## src/hdl/hed_pkg.sv

```systemverilog
// ----------------------------------------------------------------------------
// HTML entity decoder package
// Shared widths, character codes, the entity table and the decision record
// passed from the head matcher to the control logic.
// ----------------------------------------------------------------------------
package hed_pkg;

   // Look-ahead window geometry.
   localparam int WIN_DEPTH = 6;
   localparam int FILL_W    = 3;
   localparam int KEY_COUNT = 5;
   localparam int NAME_MAX  = 4;

   // Character codes.
   localparam logic [7:0] CHAR_AMP   = 8'h26;
   localparam logic [7:0] CHAR_SEMI  = 8'h3B;
   localparam logic [7:0] CHAR_PLUS  = 8'h2B;
   localparam logic [7:0] CHAR_SPACE = 8'h20;
   localparam logic [7:0] CASE_DELTA = 8'h20;

   // Entity names in lower case, their letter counts and decoded values.
   // Order matters: the first entry that matches wins.
   localparam logic [7:0] KEY_NAME [KEY_COUNT][NAME_MAX] = '{
      '{8'h6C, 8'h74, 8'h00, 8'h00},   // lt
      '{8'h67, 8'h74, 8'h00, 8'h00},   // gt
      '{8'h61, 8'h6D, 8'h70, 8'h00},   // amp
      '{8'h61, 8'h70, 8'h6F, 8'h73},   // apos
      '{8'h71, 8'h75, 8'h6F, 8'h74}    // quot
   };
   localparam logic [FILL_W-1:0] KEY_LEN [KEY_COUNT] = '{3'd2, 3'd2, 3'd3, 3'd4, 3'd4};
   localparam logic [7:0] KEY_VALUE [KEY_COUNT] = '{8'h3C, 8'h3E, 8'h26, 8'h27, 8'h22};

   // Window contents, head in element 0.
   typedef logic [WIN_DEPTH-1:0][7:0] window_type;

   // Outcome of one decision at the window head.
   typedef struct packed {
      logic [7:0]        out_byte;
      logic [FILL_W-1:0] skip;
   } decision_type;

endpackage

```

## src/hdl/hed_cell.sv

```systemverilog
// ----------------------------------------------------------------------------
// HTML entity decoder window cell
// One byte of the look-ahead window. On a shift it takes the byte of its
// neighbor toward the tail; a load puts a new request byte in place.
// ----------------------------------------------------------------------------
module hed_cell (
   input  logic       clock,
   input  logic       shift,
   input  logic       load,
   input  logic [7:0] nbr_byte,
   input  logic [7:0] new_byte,
   output logic [7:0] cell_byte
);

   logic [7:0] byte_ff;
   logic [7:0] byte_in;

   // A load wins over the shift, since it targets the first free place.
   always_comb begin
      if (load) begin
         byte_in = new_byte;
      end else if (shift) begin
         byte_in = nbr_byte;
      end else begin
         byte_in = byte_ff;
      end
   end

   always_ff @(posedge clock) begin
      byte_ff <= byte_in;
   end

   assign cell_byte = byte_ff;

endmodule

```

## src/hdl/hed_matcher.sv

```systemverilog
// ----------------------------------------------------------------------------
// HTML entity decoder head matcher
// Looks at the window head and decides which byte it stands for, and how
// many following bytes an entity (and its optional semicolon) consumes.
// ----------------------------------------------------------------------------
module hed_matcher (
   input  hed_pkg::window_type            window,
   input  logic [hed_pkg::FILL_W-1:0]     fill,
   output hed_pkg::decision_type          decision
);
   import hed_pkg::*;

   logic              found;
   logic              lower_ok;
   logic              upper_ok;
   logic [FILL_W-1:0] span;
   logic [FILL_W-1:0] extra;

   // Try every entity in table order; only bytes present in the window count.
   always_comb begin
      found             = 1'b0;
      lower_ok          = 1'b1;
      upper_ok          = 1'b1;
      span              = '0;
      extra             = '0;
      decision.out_byte = window[0];
      decision.skip     = '0;
      if (window[0] == CHAR_AMP) begin
         for (int k = 0; k < KEY_COUNT; k++) begin
            span     = KEY_LEN[k] + 3'd1;
            lower_ok = 1'b1;
            upper_ok = 1'b1;
            for (int i = 0; i < NAME_MAX; i++) begin
               if (3'(i) < KEY_LEN[k]) begin
                  if (window[i + 1] != KEY_NAME[k][i]) begin
                     lower_ok = 1'b0;
                  end
                  if (window[i + 1] != (KEY_NAME[k][i] - CASE_DELTA)) begin
                     upper_ok = 1'b0;
                  end
               end
            end
            // A semicolon is taken only when it is already in the window.
            extra = ((span < fill) && (window[span] == CHAR_SEMI)) ? 3'd1 : 3'd0;
            if (!found && (span <= fill) && (lower_ok || upper_ok)) begin
               found             = 1'b1;
               decision.out_byte = KEY_VALUE[k];
               decision.skip     = KEY_LEN[k] + extra;
            end
         end
      end
   end

endmodule

```

## src/hdl/html_entity_decoder.sv

```systemverilog
// ----------------------------------------------------------------------------
// HTML entity decoder
// Streams text one byte per request, turns + into a space and replaces the
// entities lt, gt, amp, apos and quot (all lower or all upper case) by their characters.
// ----------------------------------------------------------------------------
// Throughput: one request per cycle while the six-cell window runs full and no
// result is stalled; a decision at the window head pops one cell each cycle.
// A result is registered from the head decision once the request that fills
// the window to six bytes sits in its cell.
// A last request starts a flush of one decision per cycle unless a result is
// stalled, until the window is empty and the flush ends, with req_tready low meanwhile.
// Reset empties the window, clears the skip count and the flush flag and drops rsp_tvalid.
module html_entity_decoder (
   input  logic       clock,
   input  logic       reset,
   input  logic       req_tvalid,
   output logic       req_tready,
   input  logic [7:0] req_tdata,   // [7:0] in_byte
   input  logic       req_tlast,   // in_final
   output logic       rsp_tvalid,
   input  logic       rsp_tready,
   output logic [7:0] rsp_tdata,   // [7:0] out_byte
   output logic       rsp_tlast    // out_final
);
   import hed_pkg::*;

   localparam logic [FILL_W-1:0] FULL = FILL_W'(WIN_DEPTH);

   logic [FILL_W-1:0] fill_ff, fill_in;
   logic [FILL_W-1:0] skip_ff, skip_in;
   logic              flushing_ff, flushing_in;
   logic              rsp_valid_ff, rsp_valid_in;
   logic [7:0]        rsp_byte_ff, rsp_byte_in;
   logic              rsp_last_ff, rsp_last_in;

   logic              pop_cond;
   logic              out_free;
   logic              pop;
   logic              emit;
   logic              load;
   logic [FILL_W-1:0] load_idx;
   logic [7:0]        new_byte;
   window_type        window;
   decision_type      decision;

   // Pop control: steady decisions need a full window, the flush drains it.
   assign pop_cond   = flushing_ff ? (fill_ff != '0) : (fill_ff == FULL);
   assign out_free   = !rsp_valid_ff || rsp_tready;
   assign pop        = pop_cond && ((skip_ff != '0) || out_free);
   assign emit       = pop && (skip_ff == '0);
   assign req_tready = !flushing_ff && ((fill_ff != FULL) || pop);
   assign load       = req_tvalid && req_tready;
   assign load_idx   = pop ? (fill_ff - 3'd1) : fill_ff;
   assign new_byte   = (req_tdata == CHAR_PLUS) ? CHAR_SPACE : req_tdata;

   // The window as a row of cells, head in cell 0.
   for (genvar i = 0; i < WIN_DEPTH; i++) begin : g_cell
      logic [7:0] nbr;
      if (i == WIN_DEPTH - 1) begin : g_tail
         assign nbr = '0;
      end else begin : g_body
         assign nbr = window[i + 1];
      end
      hed_cell u_cell (
         .clock     (clock),
         .shift     (pop),
         .load      (load && (load_idx == FILL_W'(i))),
         .nbr_byte  (nbr),
         .new_byte  (new_byte),
         .cell_byte (window[i])
      );
   end

   hed_matcher u_matcher (
      .window   (window),
      .fill     (fill_ff),
      .decision (decision)
   );

   // Next values of fill, skip count, flush flag and the result register.
   always_comb begin
      fill_in      = fill_ff - {2'b00, pop} + {2'b00, load};
      skip_in      = skip_ff;
      flushing_in  = flushing_ff;
      rsp_valid_in = rsp_valid_ff;
      rsp_byte_in  = rsp_byte_ff;
      rsp_last_in  = rsp_last_ff;
      if (pop) begin
         skip_in = (skip_ff != '0) ? (skip_ff - 3'd1) : decision.skip;
      end
      if (load && req_tlast) begin
         flushing_in = 1'b1;
      end else if (flushing_ff && (fill_ff == '0)) begin
         flushing_in = 1'b0;
      end
      // During a flush a byte is the last when only skipped bytes follow it.
      if (emit) begin
         rsp_valid_in = 1'b1;
         rsp_byte_in  = decision.out_byte;
         rsp_last_in  = flushing_ff && ((fill_ff - 3'd1) == decision.skip);
      end else if (rsp_tready) begin
         rsp_valid_in = 1'b0;
      end
   end

   always_ff @(posedge clock) begin
      if (reset) begin
         fill_ff      <= '0;
         skip_ff      <= '0;
         flushing_ff  <= 1'b0;
         rsp_valid_ff <= 1'b0;
      end else begin
         fill_ff      <= fill_in;
         skip_ff      <= skip_in;
         flushing_ff  <= flushing_in;
         rsp_valid_ff <= rsp_valid_in;
      end
      rsp_byte_ff <= rsp_byte_in;
      rsp_last_ff <= rsp_last_in;
   end

   assign rsp_tvalid = rsp_valid_ff;
   assign rsp_tdata  = rsp_byte_ff;
   assign rsp_tlast  = rsp_last_ff;

endmodule

```

## config.mk

```make
export PLATFORM = sky130hd
export DESIGN_NAME = html_entity_decoder
export DESIGN_NICKNAME = d
export VERILOG_FILES = /design/src/hdl/hed_pkg.sv /design/src/hdl/hed_cell.sv /design/src/hdl/hed_matcher.sv /design/src/hdl/html_entity_decoder.sv
export SDC_FILE = /design/constraint.sdc
export NUM_CORES = 1
export LEC_CHECK = 0
export BUFFER_PORTS_ARGS = -buffer_cell sky130_fd_sc_hd__buf_2
export CELL_PAD_IN_SITES_DETAIL_PLACEMENT = 1
export CELL_PAD_IN_SITES_GLOBAL_PLACEMENT = 1
export CORE_UTILIZATION = 45
export CTS_CLUSTER_SIZE = 16
export DETAILED_ROUTE_END_ITERATION = 10
export PLACE_DENSITY = 0.78
export SLEW_MARGIN = 20
export SYNTH_ARGS = -nofsm -noshare
export SYNTH_HDL_FRONTEND = slang
export SYNTH_SLANG_ARGS = --single-unit
```

## constraint.sdc

```tcl
create_clock -name clock -period 7 [get_ports clock]
set_input_delay 0 -clock clock [delete_from_list [all_inputs] [get_ports clock]]
set_output_delay 0 -clock clock [all_outputs]
set_load 0.01 [all_outputs]
```

### Yosys cells after proc, flatten, opt, wreduce, memory -nomap -nowiden

Index checks and enable logic that the tools add are counted.

| operators by class | value |
|---|---|
| equal/unequal tests | 37 |
| reduce and logical (&&, ||, !) cells | 52 |
| add/sub/neg operators | 7 |
| magnitude comparators | 6 |
| muxes and demuxes | 75 |

Operators with widths:

| kind | count |
|---|---|
| 8-bit by 7-bit != test with 1-bit output (second input constant) | 24 |
| 8-bit 2-to-1 mux | 13 |
| 11-bit 2-to-1 mux | 6 |
| 1-bit 2-to-1 mux | 54 |
| 8-bit by 6-bit equality test with 1-bit output (second input constant) | 5 |
| 1-bit logical AND | 25 |
| 2-bit nonzero test | 8 |
| 3-bit equality test (second input constant) | 3 |
| 3-bit logical NOT | 3 |
| 1-bit logical OR | 8 |
| 2-bit by 3-bit adder with 3-bit output (first input constant) | 2 |
| 3-bit by 2-bit equality test with 1-bit output (second input constant) | 2 |
| 3-bit less-or-equal comparator (first input constant) | 2 |
| 1-bit logical NOT | 6 |
| 3-bit less-than comparator (first input constant) | 2 |
| 3-bit 2-to-1 mux | 2 |
| 3-bit nonzero test | 2 |
| 3-bit by 1-bit subtractor with 3-bit output (second input constant) | 2 |
| 3-bit by 1-bit adder with 3-bit output | 1 |
| 3-bit adder (first input constant) | 1 |
| 3-bit by 1-bit equality test with 1-bit output (second input constant) | 1 |
| 3-bit equality test | 1 |
| 2-bit by 3-bit less-or-equal comparator with 1-bit output (first input constant) | 1 |
| 2-bit by 3-bit less-than comparator with 1-bit output (first input constant) | 1 |
| other kinds (2) | 2 |

| word-level totals | value |
|---|---|
| bits of input ports | 13 |
| output and inout bits | 11 |
| word-level logic and storage cells | 189 |
| bits in registers | 65 |

### Depth between registers and ports, before layout

| logic depth | value |
|---|---|
| word-level depth | 30 |
| mapped depth | 14 |
| gate-level depth less buffers | 13 |

### Hierarchy

A second synthesis with hierarchy kept.

| second synthesis, totals | value |
|---|---|
| cells, all modules | 273 |
| area, all modules | 3,727.3 um^2 |

By module, submodules not included:

| module | times used | area an instance (um^2) | seq. area each (um^2) | cells an instance |
|---|---|---|---|---|
| hed_cell | 6 | 377.9 | 240.2 | 18 |
| html_entity_decoder | 1 | 1,017.2 | 430.4 | 101 |
| hed_matcher | 1 | 442.9 | 0.0 | 64 |

### Least setup slack after synthesis

OpenSTA, ideal clock, no wires.

| timing | value |
|---|---|
| kind | register -> register |
| start | reg fill_ff[1] |
| end | reg g_cell[1].u_cell.byte_ff[0] (enable) |
| path buffers | 2 |
| path slack | 4.403 ns |
| library setup time | 0.271 ns |
| stages on the path, launching flop included | 11 |
| arrival | 2.326 ns |
| required time | 6.729 ns |
| period minus slack after synthesis | 2.597 ns |
| cells stage by stage | dfxtp_1 inv_1 ha_1 nand2b_1 a22oi_1 or2_1 buf_2 a31o_2 and2_1 buf_2 or2_2 |

| between the ends | value |
|---|---|
| word-level cells in the longest chain between the ends | 8 |
| elaborated cells on any way between the ends | 13 |
| classes of those cells | 1 x add/sub; 3 x eq/ne; 2 x mux; 7 x reduce/logical |

RTL lines:

| item | RTL line | RTL |
|---|---|---|
| start, declared | html_entity_decoder.sv:29 | `logic [FILL_W-1:0] fill_ff, fill_in;` |
| start signal, assigned | html_entity_decoder.sv:113 | `fill_ff <= fill_in;` |
| parallel branches: the longest is 7 deep, another holds 3-bit by 1-bit subtractor with 3-bit output | n/a |  |
| 2-bit nonzero test (no line) (*) | n/a |  |
| end signal, assigned | hed_cell.sv:30 | `byte_ff <= byte_in;` |
| end, declared | hed_cell.sv:15 | `logic [7:0] byte_ff;` |

Mark *: on every way between the ends.
A chain may end at the register's enable or synchronous reset.

### Worst setup path in the final report

| timing | value |
|---|---|
| start | reg fill_ff[0] |
| end | reg g_cell[0].u_cell.byte_ff[0], data pin |

| between the ends | value |
|---|---|
| word-level cells in the longest chain between the ends | 8 |
| elaborated cells on any way between the ends | 13 |
| classes of those cells | 1 x add/sub; 2 x eq/ne; 3 x mux; 7 x reduce/logical |

RTL lines:

| item | RTL line | RTL |
|---|---|---|
| 3-bit equality test / 3-bit nonzero test (equally long branches) | html_entity_decoder.sv:47 | `assign pop_cond = flushing_ff ? (fill_ff != '0) : (fill_ff == FULL);` |
| 1-bit 2-to-1 mux (*) | html_entity_decoder.sv:47 |  |
| 1-bit logical AND (*) | html_entity_decoder.sv:49 | `assign pop = pop_cond && ((skip_ff != '0) \|\| out_free);` |
| net g_cell[0].u_cell.shift | hed_cell.sv:8 | `input logic shift,` |
| parallel branches: the longest is 3 deep, another holds 3-bit 2-to-1 mux | n/a |  |
| 1-bit logical AND (*) | html_entity_decoder.sv:67 | `.load (load && (load_idx == FILL_W'(i))),` |
| 8-bit 2-to-1 mux (*) | hed_cell.sv:20 | `if (load) begin` |
| net g_cell[0].u_cell.byte_in[0] | hed_cell.sv:16 | `logic [7:0] byte_in;` |
| end signal, assigned | hed_cell.sv:30 |  |
| end, declared | hed_cell.sv:15 |  |

Mark *: on every way through the listed nets, which the timed path passes.

==> metrics.txt <==
gpl congestion=a little over 0.9; Max Freq=roughly 0.28 GHz; Clock Tree Root=clkbuf_8; Routed WL=8.34 mm; number of synthesis warnings=0; Overall Global Routing Usage=a little over a fifth; Int Pwr=slightly above 0.8 mW; crit end category=register; P per Cell Area=roughly 310 nW/µm²; Final setup viols=0; CP Launch Type=register; Fillers=~820; DP Cell Count=391; largest net degree at the start of global routing=13; Worst-path clk slew=~80 ps; GR Overflow Total=0; worst skew pair latency=about 350 ps; Reg power frac=between 40% and 50%; Hold Vio Cnt, Final=0; post-CTS sizing=0; HP Class=input port to register; fin. max-slew vios=0; RSZ-0062 raised after global routing=no; cells after synthesis=~280; crit path max-delay cell type=dfxtp_1; maximum fanout along the worst path=11; Bufs and invs on worst path=2; Die H=about 92 µm; die area=8400 µm²; first-pass GRT wire length=13.6 mm; Fin Hold WS=108 ps; commonest non-fill, non-tap cell in the layout=edfxtp_1; outcome=finished clean; Total Nets Final=between 300 and 400; via count=2443; final instance area=4020 µm²; post-route clock period utilization=50.3%; IO Count=24; Clock Power Share=between 20 and 25%; WL/cell=roughly 20 µm; DRC=0; ant diodes=0; port bufs=23; TritonCTS clock tree=built; Leak Pwr=between 1 and 1.5 nW; DP HPWL=around 6.2 mm; Slew @ Worst Pin=between 900 and 1000 ps; maximum vdd ir drop=about 170 µV; Placement Rows=32; Post-Layout Cell Count=between 400 and 500; setup TNS=0 ps; Switch Pwr=0.413 mW; max incr delay on CP=approximately 550 ps; slew margin rel.=37.2%; Main synth FF type=edfxtp_1; Crit path depth=8; Critical Path AT=between 3000 and 4000 ps; Post-synth ARST share=0%; DR vias/cell=5.93; P&R area growth vs syn=11.2%; synth unique cells=65; Logic pwr share=around 28%; placed inst area=between 3000 and 4000 µm²; vias in the first global route=roughly 2500; share of cells above drive strength 1=about a third; CTS buffer count=9; Post-synth EDFFs=57; core area=7770 µm²; Worst Reg-to-Reg Cells=8; Synth Net Count=300; Worst Clk Skew=roughly 8.6 ps; most frequent cells in the layout=edfxtp_1, mux2_2, buf_2; initial antenna violation count=0; synthesized area=about 3600 µm²; worst-path cell chain=inv_1, ha_1, a22oi_1, or2_1, clkinv_1, o31ai_2, and2_1, mux2_2; Worst Path Required=between 7000 and 8000 ps; Post-DRT Antenna Nets=0; Avg Inst Size Synth=about 13 µm²; DIE WIDTH=around 90 µm; CP top delay family=simple AND/OR/NAND/NOR gates; fin crit period=roughly 3500 ps; clock sink count=65; Max Buffers Root-to-Sink=2; register area share after synthesis=between 50% and 60%; Power, Total=1.24 mW; H-Tree Depth=3; Post-CTS Setup Bufs=0; Sw Ratio=between 30% and 40%; hold path cells=2; initial DRC count=between 90 and 100; max-cap violation count=0; Yosys reg bits=65; Initial Utilization=between 40% and 50%; drt pass-1 iters=4; WS Path Type=register to register
## cell type report
class,count,area [µm²],area share [%]
clock buffer,9,124,3.08
timing repair buffer,28,165,4.11
inverter,9,33.8,0.840
tap,102,128,3.17
sequential,65,1870,46.5
clock inverter,7,46.3,1.15
multi-input combinational,192,1650,41.1
## sequential cells by signal, summed over array words and instances (netlist names)
register                 flops
fill_ff                      3
rsp_tvalid                   1
rsp_tlast                    1
skip_ff                      3
g_cell.u_cell.cell_byte     48
flushing_ff                  1
rsp_tdata                    8
## what timing repair did
item                       4_1_cts  5_1_grt
hold buffers                     5        0
hold endpoints to repair         8        0
setup endpoints to repair        0        0
## power groups by stage
stage | clock [mW] | combinational, mW | sequential, mW
floorplan | 0 | 0.280 | 0.593
global placement | 0 | 0.329 | 0.621
detailed placement | 0 | 0.343 | 0.624
CTS | 0.288 | 0.350 | 0.616
global route | 0.300 | 0.381 | 0.627
finish | 0.280 | 0.347 | 0.616
## Yosys cell counts (3+ instances only)
master | n | share of area [%]
a211oi_1 | 4 | 0.83
and2_1 | 7 | 1.2
and3_1 | 8 | 1.4
and4_1 | 3 | 0.73
and4bb_2 | 3 | 1.0
buf_2 | 7 | 0.97
clkbuf_1 | 3 | 0.31
dfxtp_1 | 8 | 4.4
edfxtp_1 | 57 | 47
ha_1 | 9 | 3.1
inv_1 | 8 | 0.83
mux2_2 | 41 | 13
nand2_1 | 11 | 1.1
nand2b_1 | 4 | 0.69
nand3_1 | 4 | 0.55
nand4_1 | 7 | 1.2
nand4b_1 | 3 | 0.73
nor2_1 | 12 | 1.2
nor2b_1 | 5 | 0.87
nor3_1 | 3 | 0.42
nor4_1 | 3 | 0.52
nor4b_1 | 4 | 0.97
nor4bb_1 | 4 | 1.1
or2_2 | 4 | 0.69
or3_1 | 3 | 0.52
xor2_1 | 3 | 0.73
## routing by layer
metal / track usage (%) / up-vias / wire length (µm)
met5: 0 / - / 0
met4: 6.61 / 0 / 88
met3: 5.47 / 8 / 252
met2: 37.6 / 46 / 4150
met1: 27.1 / 1252 / 3850
li1: - / 1137 / -
## cells by family after synthesis
group,after synthesis,share of synthesized area [%]
fa+ha+maj,10,3.67
buf+inv,20,2.53
compound gates,30,7.72
flops,65,51.8
simple gates,105,20.1
mux,42,13.0
xor+xnor,5,1.21
## worst paths after layout
check                                startpoint  slack, ps                            end
setup / recovery                     fill_ff[0]       3480  g_cell[0].u_cell.cell_byte[0]
hold / removal                     req_tdata[6]        110  g_cell[5].u_cell.cell_byte[6]
setup reg to reg                     fill_ff[0]       3480  g_cell[0].u_cell.cell_byte[0]
hold reg to reg   g_cell[0].u_cell.cell_byte[7]        460                   rsp_tdata[7]
## worst reg2reg max path, stage by stage, from the launching register on
cell	delay, ps
dfxtp_1	550
inv_1	230
ha_1	290
a22oi_1	370
or2_1	390
clkinv_1	340
o31ai_2	280
and2_1	420
mux2_2	400
## metrics by stage
step / utilization, % / setup slack (ps)
global placement: 48.9 / 3730
CTS: 51.8 / 3490
detailed placement: 48.9 / 3510
global route: 51.8 / 3200
floorplan: - / 4400
finish: 51.8 / 3480
(Power assumes the default switching activity.)
